<file path="src/design/arxs_pkg.sv">
`timescale 1ns / 1ps
// arxs_pkg: shared widths, request codes and the MAC control bundle
// for the ARX model simulator. No dependencies.
package arxs_pkg;

  localparam int SAMPLE_W = 16;
  localparam int COEF_W   = 18;
  localparam int PROD_W   = SAMPLE_W + COEF_W;
  localparam int FRAC_W   = 14;
  localparam int IDX_W    = 4;
  localparam int REG_W    = 4;
  localparam int OP_W     = 2;
  localparam int CFG_IDX_W = 2;

  // request opcodes
  localparam logic [OP_W-1:0] OP_SIM  = 2'd0;
  localparam logic [OP_W-1:0] OP_WR_A = 2'd1;
  localparam logic [OP_W-1:0] OP_WR_B = 2'd2;

  // configuration register indexes
  localparam logic [CFG_IDX_W-1:0] REG_ORDER_A     = 2'd0;
  localparam logic [CFG_IDX_W-1:0] REG_ORDER_B     = 2'd1;
  localparam logic [CFG_IDX_W-1:0] REG_INPUT_DELAY = 2'd2;

  localparam logic [REG_W-1:0] ORDER_RST = 4'd0;
  localparam logic [REG_W-1:0] DELAY_RST = 4'd1;

  typedef struct packed {
    logic vld;  // operands valid this cycle
    logic sub;  // subtract the product (autoregressive tap)
    logic clr;  // start of a new sum
  } mac_ctrl_t;

endpackage

</file>
<file path="src/design/arxs_mac.sv">
`timescale 1ns / 1ps
// arxs_mac: shared multiply-accumulate unit, one product per cycle,
// registered product then add or subtract. Depends on arxs_pkg.
module arxs_mac #(
  parameter int ACC_W = 40
) (
  input  logic                               clk,
  input  logic                               rst,
  input  arxs_pkg::mac_ctrl_t                ctrl,
  input  logic signed [arxs_pkg::COEF_W-1:0]   coef,
  input  logic signed [arxs_pkg::SAMPLE_W-1:0] data,
  output logic signed [ACC_W-1:0]            acc,
  output logic                               busy
);

  logic                                  v_q;
  logic                                  sub_q;
  logic signed [arxs_pkg::PROD_W-1:0]    prod_q;
  logic signed [ACC_W-1:0]               prod_ext;

  assign prod_ext = {{(ACC_W - arxs_pkg::PROD_W){prod_q[arxs_pkg::PROD_W-1]}}, prod_q};
  assign busy = v_q;

  always_ff @(posedge clk) begin
    if (rst) begin
      v_q <= 1'b0;
    end else begin
      v_q <= ctrl.vld;
    end
    prod_q <= coef * data;
    sub_q  <= ctrl.sub;
    if (ctrl.clr) begin
      acc <= '0;
    end else if (v_q) begin
      acc <= sub_q ? acc - prod_ext : acc + prod_ext;
    end
  end

endmodule

</file>
<file path="src/design/arx_model_simulator.sv">
`timescale 1ns / 1ps
// ARX model simulator: y(t) = sum b_i*u(t-nk-i) - sum a_j*y(t-j), one shared MAC.
// A simulate request issues nb+1+na taps (nb, na clamped orders) to the single
// MAC, one tap per cycle, then rounds and saturates the sum in S_ROUND and
// presents it from S_OUT. in_ready is low meanwhile and rises with the result, so
// a new request is taken only once the last result is out.
// Reset: orders 0, input_delay 1, coefficients and histories read as zero.
module arx_model_simulator #(
  parameter int MAX_ORDER_A = 8,
  parameter int MAX_ORDER_B = 8,
  parameter int MAX_DELAY   = 8
) (
  input  logic                                 clk,
  input  logic                                 rst,
  input  logic                                 cfg_we,
  input  logic [arxs_pkg::CFG_IDX_W-1:0]       cfg_index,
  input  logic [arxs_pkg::REG_W-1:0]           cfg_data,
  input  logic                                 in_valid,
  output logic                                 in_ready,
  input  logic [arxs_pkg::OP_W-1:0]            opcode,
  input  logic signed [arxs_pkg::SAMPLE_W-1:0] sample,
  input  logic [arxs_pkg::IDX_W-1:0]           coef_index,
  input  logic signed [arxs_pkg::COEF_W-1:0]   coef_value,
  output logic                                 out_valid,
  input  logic                                 out_ready,
  output logic signed [arxs_pkg::SAMPLE_W-1:0] model_output,
  output logic                                 saturated
);

  localparam int UD    = MAX_ORDER_B + MAX_DELAY;
  localparam int BD    = MAX_ORDER_B + 1;
  localparam int SPAN  = MAX_ORDER_A + MAX_ORDER_B + MAX_DELAY + 2;
  localparam int CNT_W = ($clog2(SPAN) > arxs_pkg::REG_W ? $clog2(SPAN)
                                                          : arxs_pkg::REG_W) + 1;
  localparam int UA_W  = (UD > 1) ? $clog2(UD) : 1;
  localparam int AA_W  = (MAX_ORDER_A > 1) ? $clog2(MAX_ORDER_A) : 1;
  localparam int BA_W  = (BD > 1) ? $clog2(BD) : 1;
  localparam int ACC_W = arxs_pkg::PROD_W + $clog2(MAX_ORDER_A + MAX_ORDER_B + 2);
  localparam int R_W   = ACC_W - arxs_pkg::FRAC_W;
  localparam logic signed [R_W-1:0]   Y_MAX = R_W'(32767);
  localparam logic signed [R_W-1:0]   Y_MIN = -R_W'(32768);
  localparam logic signed [ACC_W-1:0] HALF  = ACC_W'(1 << (arxs_pkg::FRAC_W - 1));

  typedef enum logic [1:0] {S_IDLE, S_MAC, S_ROUND, S_OUT} state_t;

  state_t state;

  logic [arxs_pkg::REG_W-1:0] order_a;
  logic [arxs_pkg::REG_W-1:0] order_b;
  logic [arxs_pkg::REG_W-1:0] input_delay;

  // coefficient stores with per-entry valid bits
  logic signed [arxs_pkg::COEF_W-1:0] amem [MAX_ORDER_A];
  logic signed [arxs_pkg::COEF_W-1:0] bmem [BD];
  logic [MAX_ORDER_A-1:0]             avalid;
  logic [BD-1:0]                      bvalid;

  // input history ring with fill count; output history shift line
  logic signed [arxs_pkg::SAMPLE_W-1:0] umem [UD];
  logic [UA_W-1:0]                      head;
  logic [CNT_W-1:0]                     ufill;
  logic signed [arxs_pkg::SAMPLE_W-1:0] yh [MAX_ORDER_A];

  logic signed [arxs_pkg::SAMPLE_W-1:0] sample_q;
  logic [CNT_W-1:0]                     tcnt;
  logic [CNT_W-1:0]                     na, nb, nk, total, pos, jtap;
  logic [CNT_W:0]                       uring;
  logic                                 is_b, issue, accept, wr_out, push;
  logic [UA_W-1:0]                      uaddr, head_next;

  // operand read stage
  logic                                 v1, isa_q, aok_q, bok_q, uok_q;
  logic signed [arxs_pkg::COEF_W-1:0]   a_rd, b_rd;
  logic signed [arxs_pkg::SAMPLE_W-1:0] u_rd, y_rd;
  logic signed [arxs_pkg::COEF_W-1:0]   mac_coef;
  logic signed [arxs_pkg::SAMPLE_W-1:0] mac_data;

  arxs_pkg::mac_ctrl_t                  mac_ctrl;
  logic signed [ACC_W-1:0]              acc;
  logic                                 mac_busy;
  logic signed [ACC_W-1:0]              rsum;
  logic signed [R_W-1:0]                rval;
  logic signed [arxs_pkg::SAMPLE_W-1:0] y_q;
  logic                                 sat_q;

  assign in_ready = (state == S_IDLE);
  assign accept   = in_valid && in_ready;
  assign wr_out   = (state == S_OUT) && (!out_valid || out_ready);
  assign push     = wr_out;

  always_comb begin
    na = (CNT_W'(order_a) > CNT_W'(MAX_ORDER_A)) ? CNT_W'(MAX_ORDER_A) : CNT_W'(order_a);
    nb = (CNT_W'(order_b) > CNT_W'(MAX_ORDER_B)) ? CNT_W'(MAX_ORDER_B) : CNT_W'(order_b);
    priority if (input_delay == '0) begin
      nk = CNT_W'(1);
    end else if (CNT_W'(input_delay) > CNT_W'(MAX_DELAY)) begin
      nk = CNT_W'(MAX_DELAY);
    end else begin
      nk = CNT_W'(input_delay);
    end
    total = nb + na + CNT_W'(1);
    is_b  = (tcnt <= nb);
    pos   = nk + tcnt - CNT_W'(1);
    jtap  = tcnt - nb - CNT_W'(1);
    // entry pos of the history sits pos places behind the newest sample
    uring = (CNT_W + 1)'(head) + (CNT_W + 1)'(UD) - {1'b0, pos};
    if (uring >= (CNT_W + 1)'(UD)) begin
      uring = uring - (CNT_W + 1)'(UD);
    end
    uaddr     = uring[UA_W-1:0];
    head_next = (head == UA_W'(UD - 1)) ? '0 : head + UA_W'(1);
    issue     = (state == S_MAC) && (tcnt < total);
  end

  // configuration registers
  always_ff @(posedge clk) begin
    if (rst) begin
      order_a     <= arxs_pkg::ORDER_RST;
      order_b     <= arxs_pkg::ORDER_RST;
      input_delay <= arxs_pkg::DELAY_RST;
    end else if (cfg_we) begin
      unique case (cfg_index)
        arxs_pkg::REG_ORDER_A:     order_a     <= cfg_data;
        arxs_pkg::REG_ORDER_B:     order_b     <= cfg_data;
        arxs_pkg::REG_INPUT_DELAY: input_delay <= cfg_data;
        default: ;
      endcase
    end
  end

  // coefficient memories
  always_ff @(posedge clk) begin
    if (accept && opcode == arxs_pkg::OP_WR_A && coef_index != '0
        && CNT_W'(coef_index) <= CNT_W'(MAX_ORDER_A)) begin
      amem[AA_W'(coef_index - arxs_pkg::IDX_W'(1))] <= coef_value;
    end
    if (accept && opcode == arxs_pkg::OP_WR_B
        && CNT_W'(coef_index) <= CNT_W'(MAX_ORDER_B)) begin
      bmem[BA_W'(coef_index)] <= coef_value;
    end
    a_rd <= amem[jtap[AA_W-1:0]];
    b_rd <= bmem[tcnt[BA_W-1:0]];
  end

  always_ff @(posedge clk) begin
    if (rst) begin
      avalid <= '0;
      bvalid <= '0;
    end else begin
      if (accept && opcode == arxs_pkg::OP_WR_A && coef_index != '0
          && CNT_W'(coef_index) <= CNT_W'(MAX_ORDER_A)) begin
        avalid[AA_W'(coef_index - arxs_pkg::IDX_W'(1))] <= 1'b1;
      end
      if (accept && opcode == arxs_pkg::OP_WR_B
          && CNT_W'(coef_index) <= CNT_W'(MAX_ORDER_B)) begin
        bvalid[BA_W'(coef_index)] <= 1'b1;
      end
    end
  end

  // input history ring
  always_ff @(posedge clk) begin
    if (push) begin
      umem[head_next] <= sample_q;
    end
    u_rd <= umem[uaddr];
  end

  always_ff @(posedge clk) begin
    if (rst) begin
      head  <= '0;
      ufill <= '0;
    end else if (push) begin
      head <= head_next;
      if (ufill < CNT_W'(UD)) begin
        ufill <= ufill + CNT_W'(1);
      end
    end
  end

  // output history
  always_ff @(posedge clk) begin
    if (rst) begin
      for (int k = 0; k < MAX_ORDER_A; k++) begin
        yh[k] <= '0;
      end
    end else if (push) begin
      yh[0] <= y_q;
      for (int k = 1; k < MAX_ORDER_A; k++) begin
        yh[k] <= yh[k-1];
      end
    end
  end

  // operand read stage
  always_ff @(posedge clk) begin
    if (rst) begin
      v1 <= 1'b0;
    end else begin
      v1 <= issue;
    end
    isa_q <= !is_b;
    aok_q <= avalid[jtap[AA_W-1:0]];
    bok_q <= bvalid[tcnt[BA_W-1:0]];
    uok_q <= (pos < ufill);
    y_rd  <= yh[jtap[AA_W-1:0]];
  end

  always_comb begin
    if (isa_q) begin
      mac_coef = aok_q ? a_rd : '0;
      mac_data = y_rd;
    end else begin
      mac_coef = bok_q ? b_rd : '0;
      mac_data = uok_q ? u_rd : '0;
    end
    mac_ctrl.vld = v1;
    mac_ctrl.sub = isa_q;
    mac_ctrl.clr = accept && (opcode == arxs_pkg::OP_SIM);
  end

  arxs_mac #(.ACC_W(ACC_W)) u_mac (
    .clk  (clk),
    .rst  (rst),
    .ctrl (mac_ctrl),
    .coef (mac_coef),
    .data (mac_data),
    .acc  (acc),
    .busy (mac_busy)
  );

  // round half up then drop the fraction: arithmetic shift is a floor
  assign rsum = acc + HALF;
  assign rval = rsum[ACC_W-1:arxs_pkg::FRAC_W];

  // sequencer
  always_ff @(posedge clk) begin
    if (rst) begin
      state     <= S_IDLE;
      tcnt      <= '0;
      out_valid <= 1'b0;
    end else begin
      // a new result loaded in the same cycle keeps valid high
      if (out_valid && out_ready && !wr_out) begin
        out_valid <= 1'b0;
      end
      unique case (state)
        S_IDLE: begin
          if (accept && opcode == arxs_pkg::OP_SIM) begin
            sample_q <= sample;
            tcnt     <= '0;
            state    <= S_MAC;
          end
        end
        S_MAC: begin
          if (issue) begin
            tcnt <= tcnt + CNT_W'(1);
          end else if (!v1 && !mac_busy) begin
            state <= S_ROUND;
          end
        end
        S_ROUND: begin
          if (rval > Y_MAX) begin
            y_q   <= arxs_pkg::SAMPLE_W'(Y_MAX);
            sat_q <= 1'b1;
          end else if (rval < Y_MIN) begin
            y_q   <= arxs_pkg::SAMPLE_W'(Y_MIN);
            sat_q <= 1'b1;
          end else begin
            y_q   <= rval[arxs_pkg::SAMPLE_W-1:0];
            sat_q <= 1'b0;
          end
          state <= S_OUT;
        end
        S_OUT: begin
          if (wr_out) begin
            model_output <= y_q;
            saturated    <= sat_q;
            out_valid    <= 1'b1;
            state        <= S_IDLE;
          end
        end
        default: state <= S_IDLE;
      endcase
    end
  end

`ifndef SYNTHESIS
  a_result_from_out_state: assert property (@(posedge clk) disable iff (rst)
    $rose(out_valid) |-> $past(state == S_OUT))
    else $error("result raised outside the output state");

  a_tap_count_bound: assert property (@(posedge clk) disable iff (rst)
    (state == S_MAC) |-> (tcnt <= total))
    else $error("tap counter ran past the tap total");

  a_clear_when_drained: assert property (@(posedge clk) disable iff (rst)
    mac_ctrl.clr |-> (!v1 && !mac_busy))
    else $error("accumulator cleared with products in flight");

  a_fill_bound: assert property (@(posedge clk) disable iff (rst)
    ufill <= CNT_W'(UD))
    else $error("input history fill count overflow");
`endif

endmodule
</file>
<file path="config.mk">
export PLATFORM = sky130hd
export DESIGN_NAME = arx_model_simulator
export DESIGN_NICKNAME = d
export VERILOG_FILES = /design/src/design/arxs_pkg.sv /design/src/design/arxs_mac.sv /design/src/design/arx_model_simulator.sv
export SDC_FILE = /design/constraint.sdc
export NUM_CORES = 2
export LEC_CHECK = 0
export BUFFER_PORTS_ARGS = -buffer_cell sky130_fd_sc_hd__buf_2
export CAP_MARGIN = 20
export CELL_PAD_IN_SITES_DETAIL_PLACEMENT = 0
export CELL_PAD_IN_SITES_GLOBAL_PLACEMENT = 2
export CORE_MARGIN = 3
export CORE_UTILIZATION = 42
export DETAILED_ROUTE_END_ITERATION = 12
export HOLD_SLACK_MARGIN = 0.02
export PLACE_DENSITY_LB_ADDON = 0.12
export RECOVER_POWER = 100
export SLEW_MARGIN = 20
export SYNTH_ARGS = -nofsm -noshare
export SYNTH_HDL_FRONTEND = slang
export SYNTH_HIERARCHICAL = 1
export SYNTH_SLANG_ARGS = --single-unit
</file>
<file path="constraint.sdc">
create_clock -name clk -period 6.8 [get_ports clk]
set_input_delay 1.36 -clock clk [delete_from_list [all_inputs] [get_ports clk]]
set_output_delay 1.36 -clock clk [all_outputs]
set_load 0.02 [all_outputs]
</file>
==> qor.yml <==
run_status:
  outcome: "complete, but fails checks"
  violations: "max-capacitance violations, max-slew violations"
clock_tree:
  cts_buffer_depth: 3
  clockRootBuffer: "clkbuf_16"
  cts_buffers: 100
  cts_tree: "done"
  clock-sinks: 936
  path_clk_slew_ns: 0.06
  postCtsHoldBufs: 0
  cts_setup_buffers: 0
  htree_levels: 3
  clock_latency_ns: 0.71
  cts-resized-gates: 0
critical_path:
  path_cells: "nor2b_1 -> buf_4 -> a22o_1 -> buf_12 -> and2_1 -> fa_1 -> inv_1 -> fa_1 -> fa_1 -> inv_1 -> fa_1 -> fa_1 -> inv_1 -> fa_1 -> inv_1 -> ha_1 -> and3_1 -> a221o_1 -> o21ba_2 -> o311a_4 -> or3_4 -> a21boi_2 -> o21ai_0 -> a211oi_1"
  worstPathRequired_ns: 7.37
  startpoint_type: "flop"
  r2r_slack_ns: 0.28
  critPathArrivalTime_ns: 7.09
  cpMaxStageDelayCell: "fa_1"
  crit_top_cell: "fa_1"
  criticalPathCategory: "reg2reg"
  worstPathMaxFanout: 18
  cpPeakStageDelay_ns: 0.54
  r2r_cells: 24
  critPathCaptureType: "flop"
placement:
  dp.cells: 5342
  dp_hpwl_um: 85600
  portBuffers: 69
  routabilityCongestion: 0.815
  post-place-ws_ns: 0.0199
yosys:
  yosys_warnings: 6
  syn_nets: 4215
  ys_seq_area_share_pct: 52.1
  ys_ff_latch: 936
  ys.flop_type: "edfxtp_1"
  async_flop_share_pct: 0
  avgSynthCellArea_um2: 13.6
  synth-edff-count: 740
  netlist_area_um2: 50200
  synth_cell_type_count: 97
  syn_inst: 3698
sta:
  setup_viol: 0
  min_period_ns: 6.52
  finalHoldViolCount: 0
  maxSlewHeadroom_pct: -141
  worst_pin_slew_ns: 3.62
  max_freq_mhz: 153
  slew_viol_final: 640
  rsz0062_at_grt: "yes"
  post-route-period-util_pct: 95.8
  skew_ns: 0.0624
  layout_setup_ws_ns: 0.283
floorplan:
  num_rows: 126
  dieArea_um2: 124000
  die_h_um: 352
  num_io_pins: 70
  core_um2: 118000
  start_util_pct: 42.4
  die_x_um: 352
finish:
  stdcell_count: 5532
  diodes: 0
  drive_gt1_share_pct: 14.6
  areaGrowthSynthToFinish_pct: 12.1
  nets: 4362
  fin_util_pct: 47.5
  fill_cells: 10400
power_and_ir_drop:
  leakage_nw: 21.5
  total_power_mw: 18.0
  peakVddDrop_v: 0.000221
  p_per_area_nw_per_um2: 320
detailed_routing:
  vias: 29100
  routedWlPerCell_um: 22.1
  dr.pass1.iters: 5
  drtIter0Drc: 2035
  drc: 0
  routed_wl_um: 122000
  vias_per_cell: 5.26
  antenna_left: 0
worst_hold_path:
  min_path_type: "reg2reg"
  hold_depth: 0
grt:
  grt_max_degree: 96
  antenna_found_initial: 4
  grt_pass1_wl_um: 188000
  overflow: 0
  grt_pass1_vias: 30800
  grtUsageTotal_pct: 20.0
run:
  cap_viol_max_count: 18
==> cell families (layout without fill, tap and decap cells) <==
logic type | Yosys count | in the layout | share of synthesized area (%)
multiplexers | 266 | 266 | 10.1
adder cells (fa/ha/maj) | 466 | 466 | 16.0
buffers and inverters | 555 | 789 | 4.37
AND/OR/NAND/NOR | 954 | 954 | 9.86
XOR/XNOR | 110 | 110 | 1.96
AO/OA/AOI/OAI | 411 | 411 | 5.66
flip-flops | 936 | 936 | 52.1
==> cells in the mapped netlist (8+ instances only) <==
cell        n  area share, %
mux2i_1    41           0.82
o21a_1     22           0.33
nand3_1    43           0.43
a211oi_1   19           0.28
nor4_1     17           0.21
dfxtp_1   196            7.8
nor3_1     52           0.52
and2_1    245            3.1
clkbuf_1  111           0.83
o21ai_0    73           0.73
o21ai_1     9          0.090
a21oi_1   103            1.0
xnor2_1    84            1.5
a21boi_0   10           0.15
fa_1      295             12
mux4_2    188            8.4
a31oi_1     9           0.11
xor2_1     25           0.44
mux2_2     35           0.78
o21ba_2     8           0.16
inv_1     396            3.0
edfxtp_1  740             44
nand2_1   241            1.8
a21o_1     28           0.42
a22o_1     35           0.61
or3_1       9           0.11
ha_1      171            4.3
nor2b_1    51           0.64
nand3b_1    9           0.13
nand2b_1   23           0.29
buf_2      23           0.23
buf_1      13          0.097
nor2_1    184            1.4
nand4_1    19           0.24
and3_1     16           0.20
==> worst max-delay path: cells and delay by family (launching register included) <==
kind / cells / cell delay [ns]
buf+inv: 6 / 0.53
compound gates: 7 / 1.37
fa+ha+maj: 7 / 3.30
simple gates: 4 / 0.85
flops: 1 / 0.37
==> state kept, by name, summed over array words and instances, names as in the netlist, 18 cells and up <==
name          cells
u_mac/acc        39
bmem            162
amem            144
u_mac/prod_q     34
a_rd             18
umem            256
yh              128
b_rd             18
==> routing by layer <==
metal  routed length (um)  up-vias  track usage (%)
li1                     -    13400                -
met1                55600    15000             28.1
met2                59100      524             33.1
met3                 4820      143             2.92
met4                 2510        0             4.57
met5                    0        -                0
==> cell type report <==
| type | count | area, um2 | area share, % |
|---|---|---|---|
| sequential | 936 | 26100 | 46.4 |
| multi-input combinational | 2207 | 22000 | 39.1 |
| clock buffer | 140 | 2810 | 5.00 |
| tap | 1600 | 2000 | 3.56 |
| inverter | 396 | 1490 | 2.64 |
| timing repair buffer | 204 | 1250 | 2.22 |
| clock inverter | 49 | 574 | 1.02 |
==> path summary, 6_finish.rpt <==
kind              start               end
hold reg to reg   sat_q         saturated
hold / removal    sat_q         saturated
setup reg to reg  isa_q  u_mac/prod_q[31]
setup / recovery  isa_q  u_mac/prod_q[31]
==> power by group <==
part	switching [mW]	internal, mW
logic	3.17	2.29
clock network	2.34	3.19
registers	0.403	6.60
total	5.91	12.1
==> cell usage in the layout (no fill, tap or decap), types with 11 or more instances in the layout <==
master     count
xnor2_1       81
dfxtp_1      195
a22o_2        11
nand4_1       19
a22o_1        24
o21ai_0       76
nor2b_1       51
fa_1         291
mux2_2        31
and2_0        65
a211oi_1      20
mux2i_1       41
xor2_1        23
clkinv_1      12
clkbuf_8      16
clkbuf_1     108
o21a_1        22
a21oi_1      100
a21o_1        28
mux4_2       188
edfxtp_1     740
buf_4         82
nor2_1       179
nor3_1        50
nand2b_1      23
inv_1        395
and3_1        16
clkinv_2      16
nor4_1        18
ha_1         169
clkbuf_16    100
and2_1       180
nand3_1       43
buf_2         26
nand2_1      241
==> stage by stage <==
stage / TNS, ns / cell area, um2 / hold slack (ns)
after CTS: 0 / 56500 / 0.428
after global routing: -0.0246 / 56300 / 0.452
after global placement: 0 / 53100 / 0.415
after detailed placement: 0 / 53100 / 0.418
final: 0 / 56300 / 0.426
after floorplan: 0 / 50200 / 0.330
Note: power is estimated with default switching activity, not from simulation.
